<file path="config.mk">
export PLATFORM = sky130hd
export DESIGN_NAME = rect_table_collision_engine_core
export DESIGN_NICKNAME = d
export VERILOG_FILES = /design/src/rtl/rtce_pkg.sv /design/src/rtl/rtce_test.sv /design/src/rtl/rect_table_collision_engine_core.sv
export SDC_FILE = /design/constraint.sdc
export NUM_CORES = 2
export LEC_CHECK = 0
export ABC_AREA = 0
export BUFFER_PORTS_ARGS = -buffer_cell sky130_fd_sc_hd__clkbuf_2
export CORE_MARGIN = 3
export CORE_UTILIZATION = 50
export DETAILED_ROUTE_END_ITERATION = 16
export PLACE_DENSITY_LB_ADDON = 0.08
export SLEW_MARGIN = 30
export SYNTH_ARGS = -nofsm -noshare
export SYNTH_HDL_FRONTEND = slang
export SYNTH_SLANG_ARGS = --single-unit
</file>
<file path="constraint.sdc">
create_clock -name clk -period 11.3 [get_ports clk]
set_input_delay 1.695 -clock clk [delete_from_list [all_inputs] [get_ports clk]]
set_output_delay 1.695 -clock clk [all_outputs]
set_load 0.05 [all_outputs]
</file>
<file path="src/rtl/rtce_pkg.sv">
// Shared command codes, status codes and transaction types for the rectangle collision engine.
package rtce_pkg;

  localparam logic [2:0] CMD_APPEND = 3'd0;
  localparam logic [2:0] CMD_ERASE  = 3'd1;
  localparam logic [2:0] CMD_PLACE  = 3'd2;
  localparam logic [2:0] CMD_BOX    = 3'd3;
  localparam logic [2:0] CMD_CIRCLE = 3'd4;

  localparam logic [1:0] ST_OK        = 2'd0;
  localparam logic [1:0] ST_FULL      = 2'd1;
  localparam logic [1:0] ST_BAD_INDEX = 2'd2;

  localparam logic [1:0] REG_MAP_LEFT   = 2'd0;
  localparam logic [1:0] REG_MAP_TOP    = 2'd1;
  localparam logic [1:0] REG_MAP_WIDTH  = 2'd2;
  localparam logic [1:0] REG_MAP_HEIGHT = 2'd3;

  // at most this many hit results per query
  localparam int RESULT_CAP = 16;
  localparam int HIT_CNT_W  = 5;

  typedef struct packed {
    logic               circle;
    logic signed [15:0] px;
    logic signed [15:0] py;
    logic [15:0]        sw;
    logic [15:0]        sh;
    logic [14:0]        rad;
  } query_t;

  typedef struct packed {
    logic [1:0] status;
    logic       hit;
    logic [3:0] hit_index;
    logic       last;
    logic [4:0] entry_count;
  } result_t;

endpackage

</file>
<file path="src/rtl/rtce_test.sv">
// Pipelined box and circle hit test of one stored rectangle against the current query.
module rtce_test #(
  parameter int COORD_BITS = 16,
  parameter int IDX_W      = 4
) (
  input  logic                         clk,
  input  logic                         rst,
  input  logic                         in_valid,
  input  logic [IDX_W-1:0]             in_idx,
  input  logic signed [COORD_BITS-1:0] ent_left,
  input  logic signed [COORD_BITS-1:0] ent_top,
  input  logic [15:0]                  ent_w,
  input  logic [15:0]                  ent_h,
  input  rtce_pkg::query_t             qry,
  output logic                         out_valid,
  output logic [IDX_W-1:0]             out_idx,
  output logic                         out_hit,
  output logic                         active
);

  // edge width: holds left + w and px + sw exactly
  localparam int EW   = ((COORD_BITS > 16) ? COORD_BITS : 16) + 2;
  localparam int DW   = EW + 1;
  localparam int SQ_W = 2 * DW;

  logic signed [EW-1:0] l_e, t_e, w_e, h_e, px_e, py_e, sw_e, sh_e;

  // stage 1: edges
  logic                 v1;
  logic [IDX_W-1:0]     idx1;
  logic signed [EW-1:0] l1, t1, r1, b1, qx2, qy2;

  // stage 2: box test and closest-point offsets
  logic                 v2;
  logic [IDX_W-1:0]     idx2;
  logic                 box2;
  logic signed [DW-1:0] dx2, dy2;
  logic signed [EW-1:0] cx_c, cy_c;

  // stage 3: squares
  logic                   v3;
  logic [IDX_W-1:0]       idx3;
  logic                   box3;
  logic signed [SQ_W-1:0] sqx3, sqy3;
  logic signed [SQ_W-1:0] sqx_c, sqy_c;
  logic [29:0]            rr3;

  logic signed [SQ_W:0]   dist_sq;

  assign l_e  = EW'(ent_left);
  assign t_e  = EW'(ent_top);
  assign w_e  = EW'(ent_w);
  assign h_e  = EW'(ent_h);
  assign px_e = EW'(qry.px);
  assign py_e = EW'(qry.py);
  assign sw_e = EW'(qry.sw);
  assign sh_e = EW'(qry.sh);

  always_comb begin
    if (px_e < l1) begin
      cx_c = l1;
    end else if (px_e > r1) begin
      cx_c = r1;
    end else begin
      cx_c = px_e;
    end
    if (py_e < t1) begin
      cy_c = t1;
    end else if (py_e > b1) begin
      cy_c = b1;
    end else begin
      cy_c = py_e;
    end
  end

  assign sqx_c   = dx2 * dx2;
  assign sqy_c   = dy2 * dy2;
  assign dist_sq = sqx3 + sqy3;

  always_ff @(posedge clk) begin
    if (rst) begin
      v1        <= 1'b0;
      v2        <= 1'b0;
      v3        <= 1'b0;
      out_valid <= 1'b0;
    end else begin
      v1        <= in_valid;
      v2        <= v1;
      v3        <= v2;
      out_valid <= v3;
    end
  end

  always_ff @(posedge clk) begin
    idx1 <= in_idx;
    l1   <= l_e;
    t1   <= t_e;
    r1   <= l_e + w_e;
    b1   <= t_e + h_e;
    qx2  <= px_e + sw_e;
    qy2  <= py_e + sh_e;

    idx2 <= idx1;
    box2 <= !(l1 > qx2) && !(r1 < px_e) && !(t1 > qy2) && !(b1 < py_e);
    dx2  <= DW'(px_e) - DW'(cx_c);
    dy2  <= DW'(py_e) - DW'(cy_c);

    idx3 <= idx2;
    box3 <= box2;
    sqx3 <= sqx_c;
    sqy3 <= sqy_c;
    rr3  <= 30'(qry.rad) * 30'(qry.rad);

    out_idx <= idx3;
    out_hit <= qry.circle ? (dist_sq < $signed((SQ_W+1)'(rr3))) : box3;
  end

  assign active = v1 | v2 | v3 | out_valid;

endmodule

</file>
<file path="src/rtl/rect_table_collision_engine_core.sv">
// Rectangle table collision engine: command decode, entry memory and scan control.
//
// Commands enter on start while busy is low; the payload is sampled at that edge.
// Each result shows on strobe for one cycle; the receiver cannot stall it, so the
// block never waits on the output side.
// Append, a refused erase or place, and unused codes: one result in the next
// cycle, busy stays low, so these can follow back to back.
// Place: busy while the entry is read at the accept edge, then clamped against the
// map, then written back; the result comes with the write-back.
// Erase at index k: one entry moved down per cycle, from k + 1 to the last entry,
// through the read port and write port of the entry memory.
// Box or circle query: one memory read per stored entry, a four-stage hit test,
// then the final result. Hits come out in table order; each is held until the next
// one is known so the last can be marked.
// Map registers are written on the cfg channel (always ready); the user must write
// them only while idle; the block does not enforce it. Reset empties the table and
// restores the map to origin 0,0 and size 65535. Stored rectangles are not cleared;
// only entries below the count are read.
module rect_table_collision_engine_core #(
  parameter int MAX_ENTRIES = 16,
  parameter int COORD_BITS  = 16
) (
  input  logic               clk,
  input  logic               rst,
  input  logic               start,
  output logic               busy,
  input  logic [2:0]         command,
  input  logic signed [15:0] pos_x,
  input  logic signed [15:0] pos_y,
  input  logic [15:0]        size_w,
  input  logic [15:0]        size_h,
  input  logic [3:0]         entry_index,
  input  logic [14:0]        radius,
  input  logic               cfg_valid,
  output logic               cfg_ready,
  input  logic [1:0]         cfg_index,
  input  logic [15:0]        cfg_data,
  output logic               strobe,
  output logic [1:0]         status,
  output logic               hit,
  output logic [3:0]         hit_index,
  output logic               last,
  output logic [4:0]         entry_count
);

  localparam int AW    = (MAX_ENTRIES > 1) ? $clog2(MAX_ENTRIES) : 1;
  localparam int CW    = $clog2(MAX_ENTRIES + 1);
  localparam int ROW_W = 2 * COORD_BITS + 32;
  localparam int PW    = 20;
  localparam logic signed [31:0] C_MAX = (32'sd1 <<< (COORD_BITS - 1)) - 32'sd1;
  localparam logic signed [31:0] C_MIN = -(32'sd1 <<< (COORD_BITS - 1));

  localparam logic [2:0] S_IDLE  = 3'd0;
  localparam logic [2:0] S_ERASE = 3'd1;
  localparam logic [2:0] S_PL_A  = 3'd2;
  localparam logic [2:0] S_PL_B  = 3'd3;
  localparam logic [2:0] S_SCAN  = 3'd4;

  function automatic logic signed [COORD_BITS-1:0] sat_c(input logic signed [31:0] v);
    if (v > C_MAX) begin
      return COORD_BITS'(C_MAX);
    end else if (v < C_MIN) begin
      return COORD_BITS'(C_MIN);
    end
    return COORD_BITS'(v);
  endfunction

  function automatic rtce_pkg::result_t mk_res(input logic [1:0] st, input logic h,
                                               input logic [3:0] idx, input logic lst,
                                               input logic [4:0] cnt);
    rtce_pkg::result_t r;
    r.status      = st;
    r.hit         = h;
    r.hit_index   = idx;
    r.last        = lst;
    r.entry_count = cnt;
    return r;
  endfunction

  // entry memory: {left, top, w, h}
  logic [ROW_W-1:0] mem [MAX_ENTRIES];
  logic [ROW_W-1:0] rdata;
  logic             rd_en, wr_en;
  logic [AW-1:0]    rd_addr, wr_addr;
  logic [ROW_W-1:0] wr_data;

  logic [2:0]        state;
  logic [CW-1:0]     count;
  logic [CW-1:0]     rd_ptr;
  logic              wr_pend;
  logic [AW-1:0]     wr_addr_q;
  logic              rd_v;
  logic [AW-1:0]     rd_idx;
  logic              pend_v;
  logic [AW-1:0]     pend_idx;
  logic [rtce_pkg::HIT_CNT_W-1:0] hit_cnt;
  rtce_pkg::query_t  qry;
  rtce_pkg::result_t res;

  logic signed [15:0] map_left, map_top;
  logic [15:0]        map_width, map_height;

  // place datapath
  logic [AW-1:0]        pl_idx;
  logic signed [PW-1:0] plo_x, plo_y, hi_x, hi_y;
  logic [15:0]          pl_w, pl_h;
  logic signed [PW-1:0] px_e, py_e, lx_e, ty_e, mw_e, mh_e, w_e, h_e;
  logic signed [PW-1:0] fin_x, fin_y;

  logic accept, idx_ok, room, more;

  logic                   t_valid, t_hit, t_active;
  logic [AW-1:0]          t_idx;

  assign busy      = (state != S_IDLE);
  assign cfg_ready = 1'b1;
  assign accept    = start && !busy;
  assign idx_ok    = (CW + 4)'(entry_index) < (CW + 4)'(count);
  assign room      = count < CW'(MAX_ENTRIES);
  assign more      = rd_ptr < count;

  assign px_e = PW'(qry.px);
  assign py_e = PW'(qry.py);
  assign lx_e = PW'(map_left);
  assign ty_e = PW'(map_top);
  assign mw_e = PW'(map_width);
  assign mh_e = PW'(map_height);
  assign w_e  = PW'(pl_w);
  assign h_e  = PW'(pl_h);

  // the upper-edge rule wins over the lower-edge rule
  assign fin_x = (plo_x + w_e > hi_x) ? (hi_x - w_e) : plo_x;
  assign fin_y = (plo_y + h_e > hi_y) ? (hi_y - h_e) : plo_y;

  always_comb begin
    rd_en   = 1'b0;
    rd_addr = '0;
    wr_en   = 1'b0;
    wr_addr = '0;
    wr_data = '0;
    case (state)
      S_IDLE: begin
        if (accept && command == rtce_pkg::CMD_APPEND && room) begin
          wr_en   = 1'b1;
          wr_addr = AW'(count);
          wr_data = {sat_c(32'(pos_x)), sat_c(32'(pos_y)), size_w, size_h};
        end
        if (accept && command == rtce_pkg::CMD_PLACE && idx_ok) begin
          rd_en   = 1'b1;
          rd_addr = AW'(entry_index);
        end
      end
      S_ERASE: begin
        if (more) begin
          rd_en   = 1'b1;
          rd_addr = AW'(rd_ptr);
        end
        if (wr_pend) begin
          wr_en   = 1'b1;
          wr_addr = wr_addr_q;
          wr_data = rdata;
        end
      end
      S_SCAN: begin
        if (more) begin
          rd_en   = 1'b1;
          rd_addr = AW'(rd_ptr);
        end
      end
      S_PL_B: begin
        wr_en   = 1'b1;
        wr_addr = pl_idx;
        wr_data = {sat_c(32'(fin_x)), sat_c(32'(fin_y)), pl_w, pl_h};
      end
      default: begin
      end
    endcase
  end

  always_ff @(posedge clk) begin
    if (wr_en) begin
      mem[wr_addr] <= wr_data;
    end
    if (rd_en) begin
      rdata <= mem[rd_addr];
    end
  end

  always_ff @(posedge clk) begin
    if (rst) begin
      map_left   <= '0;
      map_top    <= '0;
      map_width  <= 16'hFFFF;
      map_height <= 16'hFFFF;
    end else if (cfg_valid && cfg_ready) begin
      case (cfg_index)
        rtce_pkg::REG_MAP_LEFT:   map_left   <= cfg_data;
        rtce_pkg::REG_MAP_TOP:    map_top    <= cfg_data;
        rtce_pkg::REG_MAP_WIDTH:  map_width  <= cfg_data;
        rtce_pkg::REG_MAP_HEIGHT: map_height <= cfg_data;
        default: begin
        end
      endcase
    end
  end

  rtce_test #(
    .COORD_BITS (COORD_BITS),
    .IDX_W      (AW)
  ) u_test (
    .clk       (clk),
    .rst       (rst),
    .in_valid  (rd_v),
    .in_idx    (rd_idx),
    .ent_left  (rdata[ROW_W-1 -: COORD_BITS]),
    .ent_top   (rdata[ROW_W-COORD_BITS-1 -: COORD_BITS]),
    .ent_w     (rdata[31:16]),
    .ent_h     (rdata[15:0]),
    .qry       (qry),
    .out_valid (t_valid),
    .out_idx   (t_idx),
    .out_hit   (t_hit),
    .active    (t_active)
  );

  always_ff @(posedge clk) begin
    if (rst) begin
      state   <= S_IDLE;
      count   <= '0;
      strobe  <= 1'b0;
      wr_pend <= 1'b0;
      rd_v    <= 1'b0;
      pend_v  <= 1'b0;
    end else begin
      strobe <= 1'b0;
      case (state)
        S_IDLE: begin
          if (accept) begin
            qry.circle <= (command == rtce_pkg::CMD_CIRCLE);
            qry.px     <= pos_x;
            qry.py     <= pos_y;
            qry.sw     <= size_w;
            qry.sh     <= size_h;
            qry.rad    <= radius;
            case (command)
              rtce_pkg::CMD_APPEND: begin
                strobe <= 1'b1;
                if (room) begin
                  count <= count + 1'b1;
                  res   <= mk_res(rtce_pkg::ST_OK, 1'b0, 4'd0, 1'b1, 5'(count + 1'b1));
                end else begin
                  res   <= mk_res(rtce_pkg::ST_FULL, 1'b0, 4'd0, 1'b1, 5'(count));
                end
              end
              rtce_pkg::CMD_ERASE: begin
                if (idx_ok) begin
                  rd_ptr  <= CW'(entry_index) + 1'b1;
                  wr_pend <= 1'b0;
                  state   <= S_ERASE;
                end else begin
                  strobe <= 1'b1;
                  res    <= mk_res(rtce_pkg::ST_BAD_INDEX, 1'b0, 4'd0, 1'b1, 5'(count));
                end
              end
              rtce_pkg::CMD_PLACE: begin
                if (idx_ok) begin
                  pl_idx <= AW'(entry_index);
                  state  <= S_PL_A;
                end else begin
                  strobe <= 1'b1;
                  res    <= mk_res(rtce_pkg::ST_BAD_INDEX, 1'b0, 4'd0, 1'b1, 5'(count));
                end
              end
              rtce_pkg::CMD_BOX, rtce_pkg::CMD_CIRCLE: begin
                rd_ptr  <= '0;
                rd_v    <= 1'b0;
                pend_v  <= 1'b0;
                hit_cnt <= '0;
                state   <= S_SCAN;
              end
              default: begin
                strobe <= 1'b1;
                res    <= mk_res(rtce_pkg::ST_OK, 1'b0, 4'd0, 1'b1, 5'(count));
              end
            endcase
          end
        end
        S_ERASE: begin
          // read entry j, write it to j - 1 in the following cycle
          if (more) begin
            rd_ptr    <= rd_ptr + 1'b1;
            wr_pend   <= 1'b1;
            wr_addr_q <= AW'(rd_ptr - 1'b1);
          end else begin
            wr_pend <= 1'b0;
            if (!wr_pend) begin
              count  <= count - 1'b1;
              strobe <= 1'b1;
              res    <= mk_res(rtce_pkg::ST_OK, 1'b0, 4'd0, 1'b1, 5'(count - 1'b1));
              state  <= S_IDLE;
            end
          end
        end
        S_PL_A: begin
          plo_x <= (px_e < lx_e) ? lx_e : px_e;
          plo_y <= (py_e < ty_e) ? ty_e : py_e;
          hi_x  <= lx_e + mw_e;
          hi_y  <= ty_e + mh_e;
          pl_w  <= rdata[31:16];
          pl_h  <= rdata[15:0];
          state <= S_PL_B;
        end
        S_PL_B: begin
          strobe <= 1'b1;
          res    <= mk_res(rtce_pkg::ST_OK, 1'b0, 4'd0, 1'b1, 5'(count));
          state  <= S_IDLE;
        end
        S_SCAN: begin
          rd_v   <= more;
          rd_idx <= AW'(rd_ptr);
          if (more) begin
            rd_ptr <= rd_ptr + 1'b1;
          end
          if (t_valid && t_hit && hit_cnt < rtce_pkg::HIT_CNT_W'(rtce_pkg::RESULT_CAP)) begin
            // the held hit is not the last one: release it now
            if (pend_v) begin
              strobe <= 1'b1;
              res    <= mk_res(rtce_pkg::ST_OK, 1'b1, 4'(pend_idx), 1'b0, 5'(count));
            end
            pend_v   <= 1'b1;
            pend_idx <= t_idx;
            hit_cnt  <= hit_cnt + 1'b1;
          end
          if (!more && !rd_v && !t_active) begin
            strobe <= 1'b1;
            if (pend_v) begin
              res <= mk_res(rtce_pkg::ST_OK, 1'b1, 4'(pend_idx), 1'b1, 5'(count));
            end else begin
              res <= mk_res(rtce_pkg::ST_OK, 1'b0, 4'd0, 1'b1, 5'(count));
            end
            pend_v <= 1'b0;
            state  <= S_IDLE;
          end
        end
        default: begin
          state <= S_IDLE;
        end
      endcase
    end
  end

  assign status      = res.status;
  assign hit         = res.hit;
  assign hit_index   = res.hit_index;
  assign last        = res.last;
  assign entry_count = res.entry_count;

`ifndef SYNTHESIS
  a_count_range: assert property (@(posedge clk) disable iff (rst)
    count <= CW'(MAX_ENTRIES))
    else $error("entry count above table size");

  a_hit_in_table: assert property (@(posedge clk) disable iff (rst)
    strobe && hit |-> (CW + 4)'(hit_index) < (CW + 4)'(count))
    else $error("hit index outside the table");

  a_done_has_result: assert property (@(posedge clk) disable iff (rst)
    $fell(busy) |-> strobe)
    else $error("command finished without a result");

  a_port_conflict: assert property (@(posedge clk) disable iff (rst)
    wr_en && rd_en |-> wr_addr != rd_addr)
    else $error("read and write hit the same entry");
`endif

endmodule
</file>
# Word-level counts from Yosys, hierarchy flattened
# Memories as Yosys holds them, arrays and structs flattened. A register that Yosys moved wholly into a read port is not among the register bits.
# Cells that the tools add are included.
# word_totals
register_bits,578
latchBits,0
ramBits,1024
romBits,0
input_bits,108
out_inout_bits,16
word_cells,291
memories,1
# mem_list
name,words,word_bits,read_ports,rd_ports_with_merged_regs,write_ports,line,text
mem,16,64,1,1,1,rect_table_collision_engine_core.sv:81,logic [ROW_W-1:0] mem [MAX_ENTRIES];
# op_classes
n_addsub,19
n_mul,3
n_div,0
magnitude_cmp,25
eq_ne,30
shifts,0
mux,105
n_bitwise,4
reduce_logical,49
# ops
cell,count
16-bit 2-to-1 mux,12
64-bit one-hot mux with 3 select lines,1
64-bit 2-to-1 mux,2
16-bit by 17-bit adder with 18-bit output,6
13-bit 2-to-1 mux,7
20-bit 2-to-1 mux,4
19-bit by 19-bit multiplier with 38-bit output,2
16-bit by 18-bit greater-than comparator with 1-bit output,4
18-bit 2-to-1 mux,4
16-bit less-than comparator,4
5-bit 2-to-1 mux,11
13-bit one-hot mux with 4 select lines,1
20-bit by 17-bit adder with 20-bit output,2
"20-bit by 16-bit greater-than comparator with 1-bit output, second input constant",2
20-bit greater-than comparator,2
"20-bit by 16-bit less-than comparator with 1-bit output, second input constant",2
5-bit one-hot mux with 2 select lines,4
20-bit by 17-bit subtractor with 20-bit output,2
38-bit by 38-bit adder with 39-bit output,1
39-bit by 31-bit less-than comparator with 1-bit output,1
13-bit one-hot mux with 3 select lines,1
16-bit by 18-bit subtractor with 19-bit output,2
18-bit by 16-bit less-than comparator with 1-bit output,2
1-bit 2-to-1 mux,35
other kinds (48),121

# Longest topological paths before layout
# depth
depth_word,10
depth_mapped,28
depth_no_buf,27

# Cells and area by module
# A second synthesis with hierarchy kept.
# unflattened
cells_unflattened,9236
hier_area_um2,107182.8
# by_module_without_submodules
module,n_inst,cells_per_inst,area_each_um2,seq_area_each_um2
rect_table_collision_engine_core,1,4225,61014.8,40769.1
rtce_test,1,5011,46168.0,5365.1

# Worst setup path before layout
# No wires, ideal clock.
# synth_path
kind,input -> register
startpoint,input rst
endpoint,register hi_x[0] (enable)
setup_time_ps,681
arrival_time_ps,8696
required_time_ps,10619
slack_ps,1923
stages,2
path_buffers,1
cell_sequence,clkbuf_1 > nor3_1
# synth_via
elab_chain_len,2
# synth_lines
element,line,text
from (decl),rect_table_collision_engine_core.sv:24,"input logic rst,"
1-bit NOT (no line),-,
2-bit AND reduction (no line),-,
to (signal assigned),rect_table_collision_engine_core.sv:307,hi_x <= lx_e + mw_e;
to (decl),rect_table_collision_engine_core.sv:105,"logic signed [PW-1:0] plo_x, plo_y, hi_x, hi_y;"
# Every way passes these cells.
# A chain may end at the register's enable or synchronous reset.

# Worst setup path in the final report
# layout_path
startpoint,register u_test.dy2[9]
endpoint,register u_test.sqy3[34]
# layout_via
elab_chain_len,1
# layout_lines
element,line,text
from (decl),rtce_test.sv:37,"logic signed [DW-1:0] dx2, dy2;"
from (signal assigned),rtce_test.sv:106,dy2 <= DW'(py_e) - DW'(cy_c);
19-bit by 19-bit multiplier with 38-bit output,rtce_test.sv:77,assign sqy_c = dy2 * dy2;
via u_test.sqy_c[34],rtce_test.sv:45,"logic signed [SQ_W-1:0] sqx_c, sqy_c;"
to (signal assigned),rtce_test.sv:111,sqy3 <= sqy_c;
to (decl),rtce_test.sv:44,"logic signed [SQ_W-1:0] sqx3, sqy3;"
# The timed path passes the listed nets, and every way through them passes these cells.

==> reports/results.tsv <==
metric	value	unit
Synth Warn #	0	
Syn Inst Count	9687	
endpoint class of the critical path	flop	
launch point of the worst reg-to-reg path	u_test.dy2[9]	
CTS tree	built	
share of the synthesized area in the top cell type	37.4	%
# port buffers	122	
ys async rst share	0	%
Initial Util	50.5	%
RSZ-0062 raised after global routing	no	
Final HPWL DP	197000	um
post_cts resized	0	
row cnt	167	
Worst R2R Setup Slack	3.40	ns
postcts setup bufs	0	
Tot GR Track Use	26.0	%
hold_buf cts	0	
Avg Cell Area, Syn	10.8	um2
DRC	0	
share of layout cells above drive strength 1	6.08	%
Die H	464	um
worst skew pair latency	0.85	ns
upper clock frequency limit	127	MHz
post-placement setup slack	3.58	ns
synthesized cell area	105000	um2
prevailing post-synth register cell	edfxtp_1	
Netlist cell types	95	
largest net degree at the start of global routing	180	
Worst Setup EP	u_test.sqy3[34]	
clk sink count	1651	
largest area contributor in the netlist	edfxtp_1	
Area contributors post-synth	edfxtp_1 37%, fa_1 16%, ha_1 9.3%, dfxtp_1 6.6%, nand2_1 4.6%	
fin nets	11500	
final setup vio count	0	
Setup CP Type	reg -> reg	
drt total wl	280000	um
clock root cell	clkbuf_16	
relative slew slack	32.7	%
Ports	124	
critical path required time	11.99	ns
Vias	69900	
syn_nets	11400	
max cap viols	0	
fin worst setup slack	3.40	ns
Initial DRC Count	5419	
worst-path fanout max	20	
GRT Residual Overflow	0	
outcome	finished, final reports clean	
number of flops mapped to enable cells by yosys	1307	
Detail Route Antenna Nets	0	
Seq/Total Area, Yosys	44.0	%
Avg Vias per Cell	5.51	
vias in the first global route	71600	
max-slew violations	0	
register bit count reported by yosys	1651	
Hold Path Class	reg -> reg	
Worst EP arrival	8.59	ns
TNS Setup	0	ns
area grow syn2layout	9.33	%
post-DR wirelength/cell	22.1	um
Worst Setup SP	u_test.dy2[9]	
chip width	464	um
Min Clock Period, post-route	7.90	ns
die area	215000	um2
total clock buffers created by CTS	178	
worst r2r path cells	23	
Worst Clk Skew	0.100	ns
part of the cycle the worst path needs	69.9	%
endpoints failing hold	0	
Worst-path clk slew	0.06	ns
Core Region	208000	um2
TritonRoute pass-1 iters	10	
H-tree depth	4	
first-pass GRT wire length	430000	um
Max Root-Sink Buffers	3	
initial antenna violation count	14	
slew of the pin with the lowest slew margin	1.01	ns
Worst setup SP type	flop	
gpl congestion	0.908	
FF-to-FF End	u_test.sqy3[34]	
[area by class of cell]
| class | count | area [um2] |
|---|---|---|
| sequential | 1651 | 46100 |
| tap | 2788 | 3490 |
| antenna | 11 | 27.5 |
| fill | 18000 | 93200 |
| clock buffer | 217 | 4700 |
| inverter | 1288 | 4830 |
| multi-input combinational | 6411 | 52700 |
| clock inverter | 105 | 1210 |
| timing repair buffer | 230 | 1530 |
[flip-flops by register name, indices dropped and copies added (netlist names), 18 cells and up]
register	flops
rdata	64
u_test.rr3	29
u_test.b1	18
u_test.qy2	18
hi_y	18
qry	48
u_test.dy2	19
hi_x	18
u_test.sqy3	37
u_test.qx2	18
mem	1024
u_test.sqx3	37
u_test.r1	18
u_test.dx2	19
[how the worst min path moves through the flow]
stage	from	endpoint	slack, ns	cells after the start
final	u_test.idx3[1]	u_test.out_idx[1]	0.32	0
after detailed placement	u_test.idx3[1]	u_test.out_idx[1]	0.31	0
after CTS	u_test.idx3[1]	u_test.out_idx[1]	0.32	0
after floorplan	u_test.box2	u_test.box3	0.31	0
after global placement	u_test.idx3[3]	u_test.out_idx[3]	0.31	0
after global routing	u_test.idx2[2]	u_test.idx3[2]	0.33	0
[critical path, cell delays in order (launching register included)]
cell       delay (ns)
dfxtp_1          0.90
and2_1           0.27
inv_1            0.07
fa_1             0.53
inv_1            0.05
fa_1             0.57
fa_1             0.45
fa_1             0.56
inv_1            0.05
fa_1             0.47
inv_1            0.05
fa_1             0.44
ha_1             0.30
ha_1             0.38
a2111oi_0        0.64
and3b_1          0.25
o21ai_0          0.11
nand3_1          0.17
o21ai_0          0.22
a21o_1           0.29
a221o_1          0.36
a211o_1          0.28
a21oi_1          0.18
xnor2_1          0.13
[routing by layer]
layer  GRT usage, %  wire [um]  vias to the layer above
met1           34.3     118000                    34900
li1               -          -                    32800
met4           10.0      11600                        2
met5              0         13                        -
met2           44.4     137000                     1837
met3           2.69      13100                      436
[stage by stage]
step / util (%) / cell area (um2) / std cells / hold WS (ns)
floorplan: - / 105000 / 9687 / 0.310
global placement: 52.2 / 109000 / 12400 / 0.310
detailed placement: 52.3 / 109000 / 12400 / 0.312
CTS: 55.1 / 115000 / 12700 / 0.322
global route: 55.2 / 115000 / 12700 / 0.330
finish: 55.2 / 115000 / 12700 / 0.322
[synth_stat cells (18+ instances only)]
| cell type | count |
|---|---|
| mux2_2 | 19 |
| inv_1 | 1287 |
| a21boi_0 | 27 |
| xor2_1 | 92 |
| nor2b_1 | 70 |
| a22oi_1 | 22 |
| a222oi_1 | 35 |
| nor3_1 | 68 |
| o21bai_1 | 38 |
| fa_1 | 825 |
| nand3b_1 | 34 |
| a221oi_1 | 67 |
| nand2_1 | 1292 |
| or2_2 | 30 |
| o21ai_1 | 43 |
| o21a_1 | 47 |
| a211oi_1 | 22 |
| a21oi_1 | 338 |
| nand3_1 | 454 |
| and2_1 | 208 |
| a221o_1 | 18 |
| a31oi_1 | 27 |
| nand4_1 | 108 |
| edfxtp_1 | 1307 |
| and3_1 | 39 |
| mux2_1 | 18 |
| ha_1 | 783 |
| buf_2 | 75 |
| nor2_1 | 702 |
| nand2b_1 | 71 |
| o21ai_0 | 246 |
| a21o_1 | 147 |
| mux2i_1 | 49 |
| xnor2_1 | 253 |
| dfxtp_1 | 344 |
| clkbuf_1 | 232 |
| or3_1 | 27 |
[cell usage in the layout, fill, tap and decap left out, drive strengths merged, types with 92 or more instances in the layout]
cell       n
buf      109
xnor2    253
fa       825
inv     1289
ha       783
dfxtp    344
nor2     703
edfxtp  1307
nand3    454
o21ai    289
nand4    108
nand2   1292
clkbuf   338
and2     210
a21oi    340
a21o     147
xor2      92
[cell families after synthesis]
logic type | after synthesis | synth area share (%)
XOR/XNOR | 345 | 2.88
buffers and inverters | 1625 | 5.97
multiplexers | 86 | 0.865
adder cells (fa/ha/maj) | 1609 | 25.1
other | 1 | 0.00358
flip-flops | 1651 | 44.0
AND/OR/NAND/NOR | 3144 | 13.5
AO/OA/AOI/OAI | 1226 | 7.71
Power is not shown: default switching activity piles up to over one toggle a cycle in this logic, so the estimate is an artifact.
